<file path="config.mk">
export PLATFORM = sky130hd
export DESIGN_NAME = windowed_rms_meter_unit
export DESIGN_NICKNAME = d
export VERILOG_FILES = /design/src/design/wrm_pkg.sv /design/src/design/windowed_rms_meter_unit.sv /design/src/design/wrm_root.sv
export SDC_FILE = /design/constraint.sdc
export NUM_CORES = 1
export LEC_CHECK = 0
export BUFFER_PORTS_ARGS = -buffer_cell sky130_fd_sc_hd__buf_2
export CORE_AREA = 8 8 203 205
export CTS_BUF_LIST = sky130_fd_sc_hd__clkbuf_4
export CTS_CLUSTER_DIAMETER = 100
export DETAILED_ROUTE_END_ITERATION = 8
export DIE_AREA = 0 0 211 213
export PLACE_DENSITY_LB_ADDON = 0.3
export SYNTH_ARGS = -nofsm -noshare
export SYNTH_HDL_FRONTEND = slang
export SYNTH_HIERARCHICAL = 1
export SYNTH_SLANG_ARGS = --single-unit
</file>
<file path="constraint.sdc">
create_clock -name clk -period 7.77 [get_ports clk]
set_input_delay 0 -clock clk [delete_from_list [all_inputs] [get_ports clk]]
set_output_delay 0 -clock clk [all_outputs]
set_load 0.01 [all_outputs]
</file>
<file path="src/design/wrm_pkg.sv">
// Shared types and constants for the windowed RMS level meter.
// Used by wrm_root and windowed_rms_meter_unit; depends on nothing else.
`default_nettype none

package wrm_pkg;

    // Field widths
    localparam int SAMPLE_W = 16;
    localparam int LEN_W    = 16;
    localparam int SUM_W    = 47;
    localparam int WIN_W    = 32;
    localparam int LEVEL_W  = 16;
    localparam int MAG_W    = 17;
    localparam int PROD_W   = 2 * MAG_W;

    // Serial step counts
    localparam int DIV_STEPS  = SUM_W + 2;          // dividend is sum * 4
    localparam int SQRT_STEPS = 17;                 // two radicand bits per step
    localparam int STEP_W     = 6;

    // Register reset value
    localparam logic [LEN_W-1:0] LEN_RESET = 16'd4000;

    // Input beat
    typedef struct packed {
        logic signed [SAMPLE_W-1:0] sample;
        logic                       stream_end;
    } wrm_in_t;

    // Output beat
    typedef struct packed {
        logic [WIN_W-1:0]   window_number;
        logic [LEVEL_W-1:0] rms_level;
    } wrm_out_t;

    // Request from the accumulator to the root unit
    typedef struct packed {
        logic             start;
        logic [SUM_W-1:0] sum;
        logic [LEN_W-1:0] count;
    } wrm_root_req_t;

    // Status back from the root unit
    typedef struct packed {
        logic               done;
        logic [LEVEL_W-1:0] level;
    } wrm_root_stat_t;

endpackage

`default_nettype wire

</file>
<file path="src/design/windowed_rms_meter_unit.sv">
// Top level of the windowed RMS level meter: serial squarer, window
// accumulator and output register. Depends on wrm_pkg and wrm_root.
//
// Usage:
//   in_*   : one beat per audio sample (signed sample, stream_end flag),
//            taken when in_valid is high and in_stall is low.
//   out_*  : one beat per reported window (window number, rounded RMS),
//            taken when out_valid is high and out_stall is low.
//   cfg_*  : writes window_length; cfg_ready is always high. Write only
//            while the block is idle.
// Sequence: each sample runs through 17 shift-add steps of the serial
//   squarer, one accumulate and one return to idle. A sample that closes a
//   window then passes through the root unit (49 division digits,
//   17 root digits, handover) before the result lands in the output register.
// Reset clears the sum, the count, the window number and out_valid; the
//   window length returns to 4000.
// A stalled result holds in the output register while the next sample is
//   taken; a further result waits in the block until the register drains.
`default_nettype none

module windowed_rms_meter_unit (
    input  wire logic                   clk,
    input  wire logic                   rst_n,
    input  wire logic                   in_valid,
    output logic                        in_stall,
    input  wire wrm_pkg::wrm_in_t       in_data,
    output logic                        out_valid,
    input  wire logic                   out_stall,
    output wrm_pkg::wrm_out_t           out_data,
    input  wire logic                   cfg_valid,
    output logic                        cfg_ready,
    input  wire logic [15:0]            cfg_data
);
    import wrm_pkg::*;

    localparam logic [2:0] ST_IDLE   = 3'd0;
    localparam logic [2:0] ST_SQUARE = 3'd1;
    localparam logic [2:0] ST_UPDATE = 3'd2;
    localparam logic [2:0] ST_ROOT   = 3'd3;
    localparam logic [2:0] ST_HOLD   = 3'd4;

    localparam int BIT_W = 5;

    logic [2:0]         state_reg, state_next;
    logic [MAG_W-1:0]   mag_reg, mag_next;
    logic [PROD_W-1:0]  acc_reg, acc_next;
    logic [BIT_W-1:0]   bit_reg, bit_next;
    logic               last_reg, last_next;
    logic [SUM_W-1:0]   sum_reg, sum_next;
    logic [LEN_W-1:0]   count_reg, count_next;
    logic [WIN_W-1:0]   wcount_reg, wcount_next;
    logic [WIN_W-1:0]   pend_reg, pend_next;
    logic [LEN_W-1:0]   len_reg, len_next;
    wrm_out_t           out_reg, out_next;
    logic               out_valid_reg, out_valid_next;

    logic [LEN_W-1:0]   raw;
    logic [MAG_W-1:0]   in_mag;
    logic [MAG_W:0]     part_sum;
    logic [SUM_W-1:0]   new_sum;
    logic [LEN_W-1:0]   new_count;
    logic [LEN_W-1:0]   eff_len;
    logic               close_full;
    logic               close_short;
    logic               emit;
    logic               out_free;

    wrm_root_req_t      root_req;
    wrm_root_stat_t     root_stat;

    // Magnitude of the incoming sample, 0 to 32768
    assign raw    = in_data.sample;
    assign in_mag = raw[LEN_W-1] ? (MAG_W'(17'h10000) - {1'b0, raw}) : {1'b0, raw};

    // Shift-add step of the squarer
    assign part_sum = {1'b0, acc_reg[PROD_W-1:MAG_W]}
                    + (acc_reg[0] ? {1'b0, mag_reg} : '0);

    // Window accumulate and close decision
    assign new_sum     = sum_reg + SUM_W'(acc_reg);
    assign new_count   = count_reg + 1'b1;
    assign eff_len     = (len_reg == '0) ? LEN_W'(1) : len_reg;
    assign close_full  = new_count >= eff_len;
    assign close_short = last_reg && ({new_count, 1'b0} >= {1'b0, eff_len});
    assign emit        = close_full || close_short;

    assign out_free = !out_valid_reg || !out_stall;

    assign root_req.start = (state_reg == ST_UPDATE) && emit;
    assign root_req.sum   = new_sum;
    assign root_req.count = new_count;

    wrm_root u_root (
        .clk   (clk),
        .rst_n (rst_n),
        .req   (root_req),
        .stat  (root_stat)
    );

    // Sequence squaring, accumulation and root handover
    always_comb
    begin
        state_next     = state_reg;
        mag_next       = mag_reg;
        acc_next       = acc_reg;
        bit_next       = bit_reg;
        last_next      = last_reg;
        sum_next       = sum_reg;
        count_next     = count_reg;
        wcount_next    = wcount_reg;
        pend_next      = pend_reg;
        len_next       = len_reg;
        out_next       = out_reg;
        out_valid_next = out_valid_reg;

        // Drain the output register
        if (out_valid_reg && !out_stall)
        begin
            out_valid_next = 1'b0;
        end

        // Take a register write
        if (cfg_valid)
        begin
            len_next = cfg_data;
        end

        unique case (state_reg)
            ST_IDLE:
            begin
                if (in_valid)
                begin
                    state_next = ST_SQUARE;
                    mag_next   = in_mag;
                    acc_next   = {{MAG_W{1'b0}}, in_mag};
                    bit_next   = BIT_W'(MAG_W - 1);
                    last_next  = in_data.stream_end;
                end
            end
            ST_SQUARE:
            begin
                acc_next = {part_sum, acc_reg[MAG_W-1:1]};
                if (bit_reg == '0)
                begin
                    state_next = ST_UPDATE;
                end
                else
                begin
                    bit_next = bit_reg - 1'b1;
                end
            end
            ST_UPDATE:
            begin
                sum_next   = new_sum;
                count_next = new_count;
                if (emit)
                begin
                    // Root unit has latched the window; clear for the next one
                    state_next  = ST_ROOT;
                    pend_next   = wcount_reg;
                    sum_next    = '0;
                    count_next  = '0;
                    wcount_next = wcount_reg + 1'b1;
                end
                else
                begin
                    state_next = ST_IDLE;
                end
                if (last_reg)
                begin
                    sum_next    = '0;
                    count_next  = '0;
                    wcount_next = '0;
                end
            end
            ST_ROOT:
            begin
                if (root_stat.done)
                begin
                    state_next = ST_HOLD;
                end
            end
            ST_HOLD:
            begin
                if (out_free)
                begin
                    state_next             = ST_IDLE;
                    out_next.window_number = pend_reg;
                    out_next.rms_level     = root_stat.level;
                    out_valid_next         = 1'b1;
                end
            end
            default:
            begin
                state_next = ST_IDLE;
            end
        endcase
    end

    // Control and window state
    always_ff @(posedge clk or negedge rst_n)
    begin
        if (!rst_n)
        begin
            state_reg     <= ST_IDLE;
            sum_reg       <= '0;
            count_reg     <= '0;
            wcount_reg    <= '0;
            len_reg       <= LEN_RESET;
            out_valid_reg <= 1'b0;
        end
        else
        begin
            state_reg     <= state_next;
            sum_reg       <= sum_next;
            count_reg     <= count_next;
            wcount_reg    <= wcount_next;
            len_reg       <= len_next;
            out_valid_reg <= out_valid_next;
        end
    end

    // Payload
    always_ff @(posedge clk)
    begin
        mag_reg  <= mag_next;
        acc_reg  <= acc_next;
        bit_reg  <= bit_next;
        last_reg <= last_next;
        pend_reg <= pend_next;
        out_reg  <= out_next;
    end

    assign in_stall  = state_reg != ST_IDLE;
    assign out_valid = out_valid_reg;
    assign out_data  = out_reg;
    assign cfg_ready = 1'b1;

endmodule

`default_nettype wire

</file>
<file path="src/design/wrm_root.sv">
// Bit-serial rounded RMS unit: restoring division of 4*sum by the count,
// then a two-bits-per-step integer square root. Depends on wrm_pkg.
`default_nettype none

module wrm_root (
    input  wire logic                   clk,
    input  wire logic                   rst_n,
    input  wire wrm_pkg::wrm_root_req_t req,
    output wrm_pkg::wrm_root_stat_t     stat
);
    import wrm_pkg::*;

    localparam logic [1:0] PH_IDLE = 2'd0;
    localparam logic [1:0] PH_DIV  = 2'd1;
    localparam logic [1:0] PH_SQRT = 2'd2;

    localparam int DVD_W  = DIV_STEPS;
    localparam int QUO_W  = 33;
    localparam int RAD_W  = 2 * SQRT_STEPS;
    localparam int ROOT_W = SQRT_STEPS;
    localparam int SREM_W = ROOT_W + 1;

    logic [1:0]          phase_reg, phase_next;
    logic [STEP_W-1:0]   step_reg, step_next;
    logic [DVD_W-1:0]    dvd_reg, dvd_next;
    logic [LEN_W-1:0]    rem_reg, rem_next;
    logic [LEN_W-1:0]    divisor_reg, divisor_next;
    logic [RAD_W-1:0]    rad_reg, rad_next;
    logic [SREM_W-1:0]   srem_reg, srem_next;
    logic [ROOT_W-1:0]   root_reg, root_next;
    logic [LEVEL_W-1:0]  level_reg, level_next;
    logic                done_reg, done_next;

    // Division step signals
    logic [LEN_W:0]      div_sh;
    logic                div_ge;
    logic [LEN_W:0]      div_diff;
    logic [DVD_W-1:0]    dvd_step;

    // Root step signals
    logic [SREM_W+1:0]   sq_sh;
    logic [SREM_W+1:0]   sq_trial;
    logic                sq_ge;
    logic [SREM_W+1:0]   sq_diff;
    logic [ROOT_W-1:0]   root_step;
    logic [ROOT_W:0]     round_sum;

    // One restoring-division digit
    assign div_sh   = {rem_reg, dvd_reg[DVD_W-1]};
    assign div_ge   = div_sh >= {1'b0, divisor_reg};
    assign div_diff = div_sh - {1'b0, divisor_reg};
    assign dvd_step = {dvd_reg[DVD_W-2:0], div_ge};

    // One square-root digit
    assign sq_sh     = {srem_reg, rad_reg[RAD_W-1 -: 2]};
    assign sq_trial  = {1'b0, root_reg, 2'b01};
    assign sq_ge     = sq_sh >= sq_trial;
    assign sq_diff   = sq_sh - sq_trial;
    assign root_step = {root_reg[ROOT_W-2:0], sq_ge};
    // Round half up: r = (isqrt + 1) / 2
    assign round_sum = {1'b0, root_step} + {{ROOT_W{1'b0}}, 1'b1};

    // Sequence the division then the root
    always_comb
    begin
        phase_next   = phase_reg;
        step_next    = step_reg;
        dvd_next     = dvd_reg;
        rem_next     = rem_reg;
        divisor_next = divisor_reg;
        rad_next     = rad_reg;
        srem_next    = srem_reg;
        root_next    = root_reg;
        level_next   = level_reg;
        done_next    = 1'b0;

        unique case (phase_reg)
            PH_IDLE:
            begin
                if (req.start)
                begin
                    phase_next   = PH_DIV;
                    step_next    = STEP_W'(DIV_STEPS - 1);
                    dvd_next     = {req.sum, 2'b00};
                    rem_next     = '0;
                    divisor_next = req.count;
                end
            end
            PH_DIV:
            begin
                dvd_next = dvd_step;
                rem_next = div_ge ? div_diff[LEN_W-1:0] : div_sh[LEN_W-1:0];
                if (step_reg == '0)
                begin
                    // Quotient is at most 2^32: hand its low bits to the root
                    phase_next = PH_SQRT;
                    step_next  = STEP_W'(SQRT_STEPS - 1);
                    rad_next   = RAD_W'(dvd_step[QUO_W-1:0]);
                    srem_next  = '0;
                    root_next  = '0;
                end
                else
                begin
                    step_next = step_reg - 1'b1;
                end
            end
            PH_SQRT:
            begin
                rad_next  = {rad_reg[RAD_W-3:0], 2'b00};
                srem_next = sq_ge ? sq_diff[SREM_W-1:0] : sq_sh[SREM_W-1:0];
                root_next = root_step;
                if (step_reg == '0)
                begin
                    phase_next = PH_IDLE;
                    level_next = round_sum[LEVEL_W:1];
                    done_next  = 1'b1;
                end
                else
                begin
                    step_next = step_reg - 1'b1;
                end
            end
            default:
            begin
                phase_next = PH_IDLE;
            end
        endcase
    end

    // Control state
    always_ff @(posedge clk or negedge rst_n)
    begin
        if (!rst_n)
        begin
            phase_reg <= PH_IDLE;
            done_reg  <= 1'b0;
        end
        else
        begin
            phase_reg <= phase_next;
            done_reg  <= done_next;
        end
    end

    // Datapath
    always_ff @(posedge clk)
    begin
        step_reg    <= step_next;
        dvd_reg     <= dvd_next;
        rem_reg     <= rem_next;
        divisor_reg <= divisor_next;
        rad_reg     <= rad_next;
        srem_reg    <= srem_next;
        root_reg    <= root_next;
        level_reg   <= level_next;
    end

    assign stat.done  = done_reg;
    assign stat.level = level_reg;

endmodule

`default_nettype wire
</file>
==> run metrics, run 1 <==
status finished, final reports clean; first-pass GRT wire length 87.8 mm; Routed WL about 54 mm; Setup Fix Bufs, Post-CTS 0; DRC 0; width of the die around 210 um; GP Congestion between 0.9 and 1; fin. max-slew vios 0; Final Hold Fails 0; Max-cap violations 0; HP Class input pin to flop; max reg flops 49; dominant synthesized flop cell edfxtp_1; final net count ~2500; post_cts resized 0; Clock Root Buffer clkbuf_4; Die Area between 40000 and 50000 um2; RSZ-0062 raised after global routing false; synthesized area between 20000 and 25000 um2; Synth Area per Inst between 10 and 15 um2; fraction of layout cells with a size suffix above 1 between 10% and 20%; routed length per instance ~18 um; Lkg Pwr ~0.011 uW; H-tree levels 3; main area contributors after synthesis edfxtp_1 (40%), dfrtp_1 (12%), ha_1 (6.9%); Rel. slew slack a little under a fifth; register area share after synthesis a little over half; Sink Count about 430; worst slew pin tran 1.21 ns; Die Ht approximately 210 um; Setup crit end u_root/dvd_reg[20]; All-Layer GR Usage 23.9%; drt pass-1 iters 5; r2r startpoint count_reg[0]; Final Critical Period between 6 and 7 ns; gr ovfl total 0; Post-Place Worst Slack around 1.6 ns; Setup WS post-layout between 1 and 1.5 ns; largest net degree at the start of global routing 75; WP data required approximately 8.2 ns; ys async rst share around 28%; Post-synth EDFFs just over 300; final clock period utilization by the worst path 82.2%; Cells after Synth 2092; crit path from count_reg[0]; CTS tree yes; Antenna Nets Post-Route 0; Yosys warning total 6; reg2reg path depth 17; CTS Hold Bufs around 110; area leader, netlist edfxtp_1; Hold Crit Start in_data[10]; area of the core around 38000 um2; CP Class flop to flop; Yosys top cell area share between 30% and 40%; worst reg2reg setup slack 1.38 ns; CTS buffer count 105; Synth cell types 86; top-count cell post-synth edfxtp_1; clk slew on worst S/H paths ~0.070 ns; Synth top cells by count edfxtp_1 (309), nand2_1 (200), nor2_1 (160), ha_1 (128), dfrtp_1 (112); row count 72; endpoints failing setup 0; Via Count 17409; worst-skew pair later-pin latency roughly 0.84 ns; reg-to-reg critical path endpoint u_root/dvd_reg[20]; CP arrival a little under 7 ns; hpwl dp roughly 35 mm; Synth Register Bits ~430; vias in the first global route approximately 18000; Via density 5.93; Final Non-Filler Cells just under 3000; VDD IR max around 350 uV; clk buf depth 3; antenna violations before repair 4; placed insts roughly 2600; Ports 89; Crit. End Element flop; Fmax roughly 160 MHz; P per Cell Area 282 nW/um2; Worst setup SP type flop; Final TNS setup 0 ns; peak fanout along the critical path 49; Setup Skew between 0.06 and 0.07 ns; Port Buffers 87; Initial Util 61.0%; drt first-iter violations about 1200; area grow syn2layout 14.6%; syn_nets about 2300
[how the worst min path moves through the flow]
stage                              end  depth (start not counted)
final                       mag_reg[9]                          3
after global routing        mag_reg[9]                          3
after CTS                  mag_reg[10]                          3
after detailed placement    len_reg[3]                          1
after global placement      len_reg[3]                          1
after floorplan           count_reg[0]                          0
[report_power, final]
part | leakage, uW | internal [uW] | switching (uW) | total, uW
registers | 0.00436 | 2840 | 212 | 3050
clock network | 0.000854 | 998 | 954 | 1950
logic | 0.00576 | 1060 | 1460 | 2520
[critical path: stages (launching register included)]
cell,delay (ns)
dfrtp_1,0.49
ha_1,0.32
nand3_1,0.20
nor2_1,0.32
and3_1,0.22
and3_1,0.17
xor2_1,0.36
ha_1,0.23
nand4_1,0.13
nor4bb_1,0.55
a2111o_1,0.24
buf_4,0.38
o311ai_0,0.28
buf_4,0.24
inv_1,0.07
and2_1,0.64
o21bai_4,0.42
buf_4,0.65
[stage by stage]
step	instance area [um2]	hold slack [ns]	power [uW]	util, %
floorplan	23200	-0.296	4900	-
global placement	24100	0.121	5410	63.3
detailed placement	24100	0.133	5490	63.3
CTS	26600	0.0363	7520	69.9
global route	26600	0.0997	7990	69.9
finish	26600	0.144	7520	69.9
[cell type report]
cell class	count	area, um2
Clock buffer	161	1210
Inverter	95	357
Timing Repair Buffer	207	1620
Clock inverter	38	228
Fill cell	2730	11500
Sequential cell	427	12200
Antenna cell	3	7.51
Tap cell	518	648
Multi-Input combinational cell	1488	10300
[kinds of logic after synthesis]
group / after synthesis / synth area share, %
AND/OR/NAND/NOR: 687 / 14.6
flip-flops: 427 / 52.7
AO/OA/AOI/OAI: 419 / 12.1
buffers and inverters: 177 / 3.10
XOR/XNOR: 144 / 5.43
adder cells (fa/ha/maj): 131 / 7.15
multiplexers: 105 / 4.98
other: 2 / 0.0323
[cells in the final DEF, fill, tap and decap left out, types with 14 or more instances in the layout]
master,synthesis,routed
a21o_1,33,33
dlygate4sd3_1,0,104
a211oi_1,16,16
o21ai_0,109,109
inv_1,95,95
o21a_1,18,18
mux2_2,85,85
o211ai_1,16,16
xor2_1,49,49
nand2_1,200,200
edfxtp_1,309,309
buf_2,7,86
xnor2_1,95,95
buf_4,3,16
nor3_1,28,28
nor2b_1,26,26
nand3_1,53,53
or3_1,17,17
clkinv_1,0,22
nor2_1,160,159
a21oi_1,93,92
nand2b_1,20,20
dfrtp_1,112,112
o31ai_1,14,14
a22o_1,21,21
nand4_1,37,37
and3_1,30,30
and2_1,54,54
clkbuf_4,0,161
nor4_1,17,17
mux2i_1,20,20
ha_1,128,126
[per-layer routing]
metal  GRT usage [%]  vias up  part of all wire [%]
met5               0        -                     0
met4            11.1        0                   3.5
met3            4.71      162                   6.1
met2            39.4      580                    48
met1            30.4     8426                    43
li1                -     8241                     -
Note: power is estimated with default switching activity, not from simulation.
==> run 2: changes to the inputs <==
--- a/config.mk
+++ b/config.mk
@@ -5,12 +5,13 @@
 export SDC_FILE = /design/constraint.sdc
 export NUM_CORES = 1
 export LEC_CHECK = 0
+export ABC_AREA = 1
 export BUFFER_PORTS_ARGS = -buffer_cell sky130_fd_sc_hd__buf_2
-export CORE_AREA = 8 8 203 205
+export CORE_AREA = 8 8 208 210
 export CTS_BUF_LIST = sky130_fd_sc_hd__clkbuf_4
 export CTS_CLUSTER_DIAMETER = 100
 export DETAILED_ROUTE_END_ITERATION = 8
-export DIE_AREA = 0 0 211 213
+export DIE_AREA = 0 0 216 218
 export PLACE_DENSITY_LB_ADDON = 0.3
 export SYNTH_ARGS = -nofsm -noshare
 export SYNTH_HDL_FRONTEND = slang
==> constraint.sdc (replaced) <==
create_clock -name clk -period 6.6 [get_ports clk]
set_input_delay 0 -clock clk [delete_from_list [all_inputs] [get_ports clk]]
set_output_delay 0 -clock clk [all_outputs]
set_load 0.01 [all_outputs]
==> run 2 against run 1 <==
  * Power decreased by 29%
  * Die area increased by 4.8%
  * Flip-flop and latch count unchanged
  * Register-to-register slack got worse by 0.23 ns
  * Non-clock buffer count decreased by 1
  * Maximum frequency increased by 17%
  * Synthesized cell count increased by 33%
  * Critical endpoint is now u_root/step_reg[1]
  * Combinational power decreased by 93%
==> run metrics, run 2 <==
gr ovfl total 0 (unchanged); Rel. slew slack 30.6% (+12 points); commonest non-fill, non-tap cell in the layout nand2_1; reg2reg path depth 21 (+4); Crit. End Element flop; DRC 0 (unchanged); first-pass GRT wire length 97.3 mm (+11%); Ports 89 (unchanged); register area share after synthesis 50.2% (-2.5 points); CTS Hold Bufs 104 (-0.95%); Clock Root Buffer clkbuf_4; post_cts resized 0 (unchanged); Die Ht 218 um (+2.3%); Adder-Cell Fraction of Synth Area 6.81% (-0.34 points); Cells after Synth 2775 (+33%); HP Class input pin to flop; clk buf depth 3 (unchanged); Final TNS setup 0 ns (unchanged); area leader, netlist edfxtp_1; r2r startpoint count_reg[0]; Hold Crit Start in_data[1]; drt pass-1 iters 6 (+1); GP Congestion 0.937 (+3.0%); worst reg2reg setup slack 1.15 ns (-0.23 ns); final net count 3195 (+28%); clk slew on worst S/H paths 0.06 ns (about the same); antenna violations before repair 1 (-3); vias in the first global route 20190 (+15%); commonest cells after routing, fill and taps aside nand2_1 (705), inv_1 (366), edfxtp_1 (309); P per Cell Area 191 nW/um2 (-32%); Via density 5.46 (-7.9%); Routed WL 59.3 mm (+11%); Synth top cells by count nand2_1 (705), inv_1 (366), edfxtp_1 (309), nor2_1 (219), o21ai_0 (181); fin. max-slew vios 0 (unchanged); Worst Hold Depth 4 (+1); CTS tree yes; Antenna Nets Post-Route 0 (unchanged); CP bufs+invs 5 (+1); syn_nets 2944 (+30%); Initial Util 60.7% (-0.26 points); worst-skew pair later-pin latency 0.86 ns (+0.02 ns); RSZ-0062 raised after global routing false; Synth Area in Simple Gates 21.8% (+7.2 points); worst slew pin tran 1.04 ns (-0.175 ns); Max-cap violations 0 (unchanged); fraction of layout cells with a size suffix above 1 12.5% (-4.1 points); Via Count 19905 (+14%); largest net degree at the start of global routing 104 (+39%); max reg flops 49 (unchanged); Port Buffers 87 (unchanged); top-count cell post-synth nand2_1; reg-to-reg critical path endpoint u_root/step_reg[1]; endpoints failing setup 0 (unchanged); Synth cell types 57 (-34%); CP top delay family simple AND/OR/NAND/NOR gates; post-synthesis mux area share 0% (-5.0 points); CTS buffer count 106 (+0.95%); Post-synth EDFFs 309 (unchanged); Fmax 184 MHz (+17%); area of the core 40200 um2 (+5.5%); most used cell, CP nand2_1; status finished, final reports clean; routed length per instance 16.2 um (-11%); hold_ws 0.169 ns (+0.0249 ns); Setup Skew 0.0829 ns (+0.0193 ns); CP Class flop to flop; dominant synthesized flop cell edfxtp_1; Synth Register Bits 427 (unchanged); synthesized area 24400 um2 (+5.0%); width of the die 216 um (+2.4%); Sink Count 427 (unchanged); Final Critical Period 5.45 ns (-0.940 ns); VDD IR max 177 uV (-49%); xor and xnor fraction of the mapped netlist area 3.73% (-1.7 points); final clock period utilization by the worst path 82.6% (+0.34 points); Yosys warning total 6 (unchanged); peak fanout along the critical path 38 (-22%); ys async rst share 27.6% (unchanged); Yosys top cell area share 38.0% (-1.9 points); H-tree levels 3 (unchanged); area grow syn2layout 14.0%; CP arrival 5.89 ns (-0.91 ns); crit path from count_reg[0]; Worst Hold Path EP acc_reg[0]; Synth Area per Inst 8.79 um2 (-21%); number of fill cells 3208 (+18%); Setup Fix Bufs, Post-CTS 0 (unchanged); largest family of logic cells by synthesized area simple AND/OR/NAND/NOR gates; Die Area 47100 um2 (+4.8%); Worst setup SP type flop; compound-gate portion of the synthesized area 10.3% (-1.8 points); WP data required 7.04 ns (-1.14 ns); main area contributors after synthesis edfxtp_1 (38%), dfrtp_1 (11%), nand2_1 (11%); Lkg Pwr 0.0130 uW (+18%); All-Layer GR Usage 25.2% (+1.3 points); drt first-iter violations 1380 (+14%); Critical-path top delay cell nor3_1; Worst path max stage delay 0.66 ns (about the same); hpwl dp 41.3 mm (+19%); row count 74 (+2.8%); critical-path cell list ha_1, nand3_1, nor3_2, nand4_1, nor3_1, nand2_1, xor2_1, inv_1, ha_1, nand2_1, nor4_2, nand2_1, nand3_2, o21ai_2, buf_4, inv_2, nand2_1, inv_1, buf_4, nor2_1, nor3_1; Final Hold Fails 0 (unchanged)
run 2: cell count changes after synthesis, moves of 59 or more:
cell,before,now
nor2_1,160,219
xnor2_1,95,32
mux2_2,85,0
o21ai_0,109,181
nand2_1,200,705
inv_1,95,366
run 2: report_power, final:
part	total [uW]	switching (uW)	internal (uW)
combinational	177	93.4	83.9
sequential	2870	4.30	2860
clock	2260	1080	1180
total	5310	1180	4130
run 2: how the worst max path moves through the flow:
stage / end / depth (start not counted)
finish: u_root/step_reg[1] / 21
detailed placement: u_root/step_reg[2] / 21
global route: u_root/step_reg[1] / 21
global placement: u_root/step_reg[3] / 21
floorplan: u_root/dvd_reg[0] / 19
CTS: u_root/step_reg[1] / 21
run 2: layer usage:
layer / wire [um] / vias to the layer above / global-route usage [%]
met5: 0 / - / 0
met4: 1880 / 0 / 10.7
met3: 3570 / 153 / 4.69
met2: 28300 / 623 / 42.6
met1: 25500 / 9298 / 31.7
li1: - / 9831 / -
run 2: worst register-to-register path, cell delays in order (launching register included):
cell	delay, ns
dfrtp_1	0.43
ha_1	0.21
nand3_1	0.15
nor3_2	0.26
nand4_1	0.22
nor3_1	0.19
nand2_1	0.09
xor2_1	0.17
inv_1	0.11
ha_1	0.29
nand2_1	0.10
nor4_2	0.33
nand2_1	0.10
nand3_2	0.15
o21ai_2	0.07
buf_4	0.29
inv_2	0.40
nand2_1	0.25
inv_1	0.13
buf_4	0.38
nor2_1	0.11
nor3_1	0.66
run 2: logic make-up after synthesis:
group	after synthesis
other cells	2
simple gates	1214
buf+inv	448
fa+ha+maj	131
flops	427
compound gates	449
xor+xnor	104
run 2: per-stage QoR:
step	util [%]	cells	power, uW	instance area, um2	setup slack, ns
floorplan	-	2775	2980	24400	0.366
global placement	63.1	3346	3020	25400	1.52
detailed placement	63.1	3346	3030	25400	1.23
CTS	69.2	3646	5350	27800	1.22
global route	69.3	3647	5520	27800	0.638
finish	69.3	3647	5310	27800	1.15
run 2: layout make-up:
type | instances | area, um2 | area share, %
diodes | 1 | 2.50 | 0.00899
flip-flops and latches | 427 | 12200 | 44.0
multi-input cells | 1900 | 10500 | 37.6
clock inverters | 31 | 178 | 0.638
well taps | 532 | 666 | 2.39
clock buffers | 165 | 1240 | 4.45
repair buffers | 206 | 1610 | 5.78
inverters | 385 | 1450 | 5.19
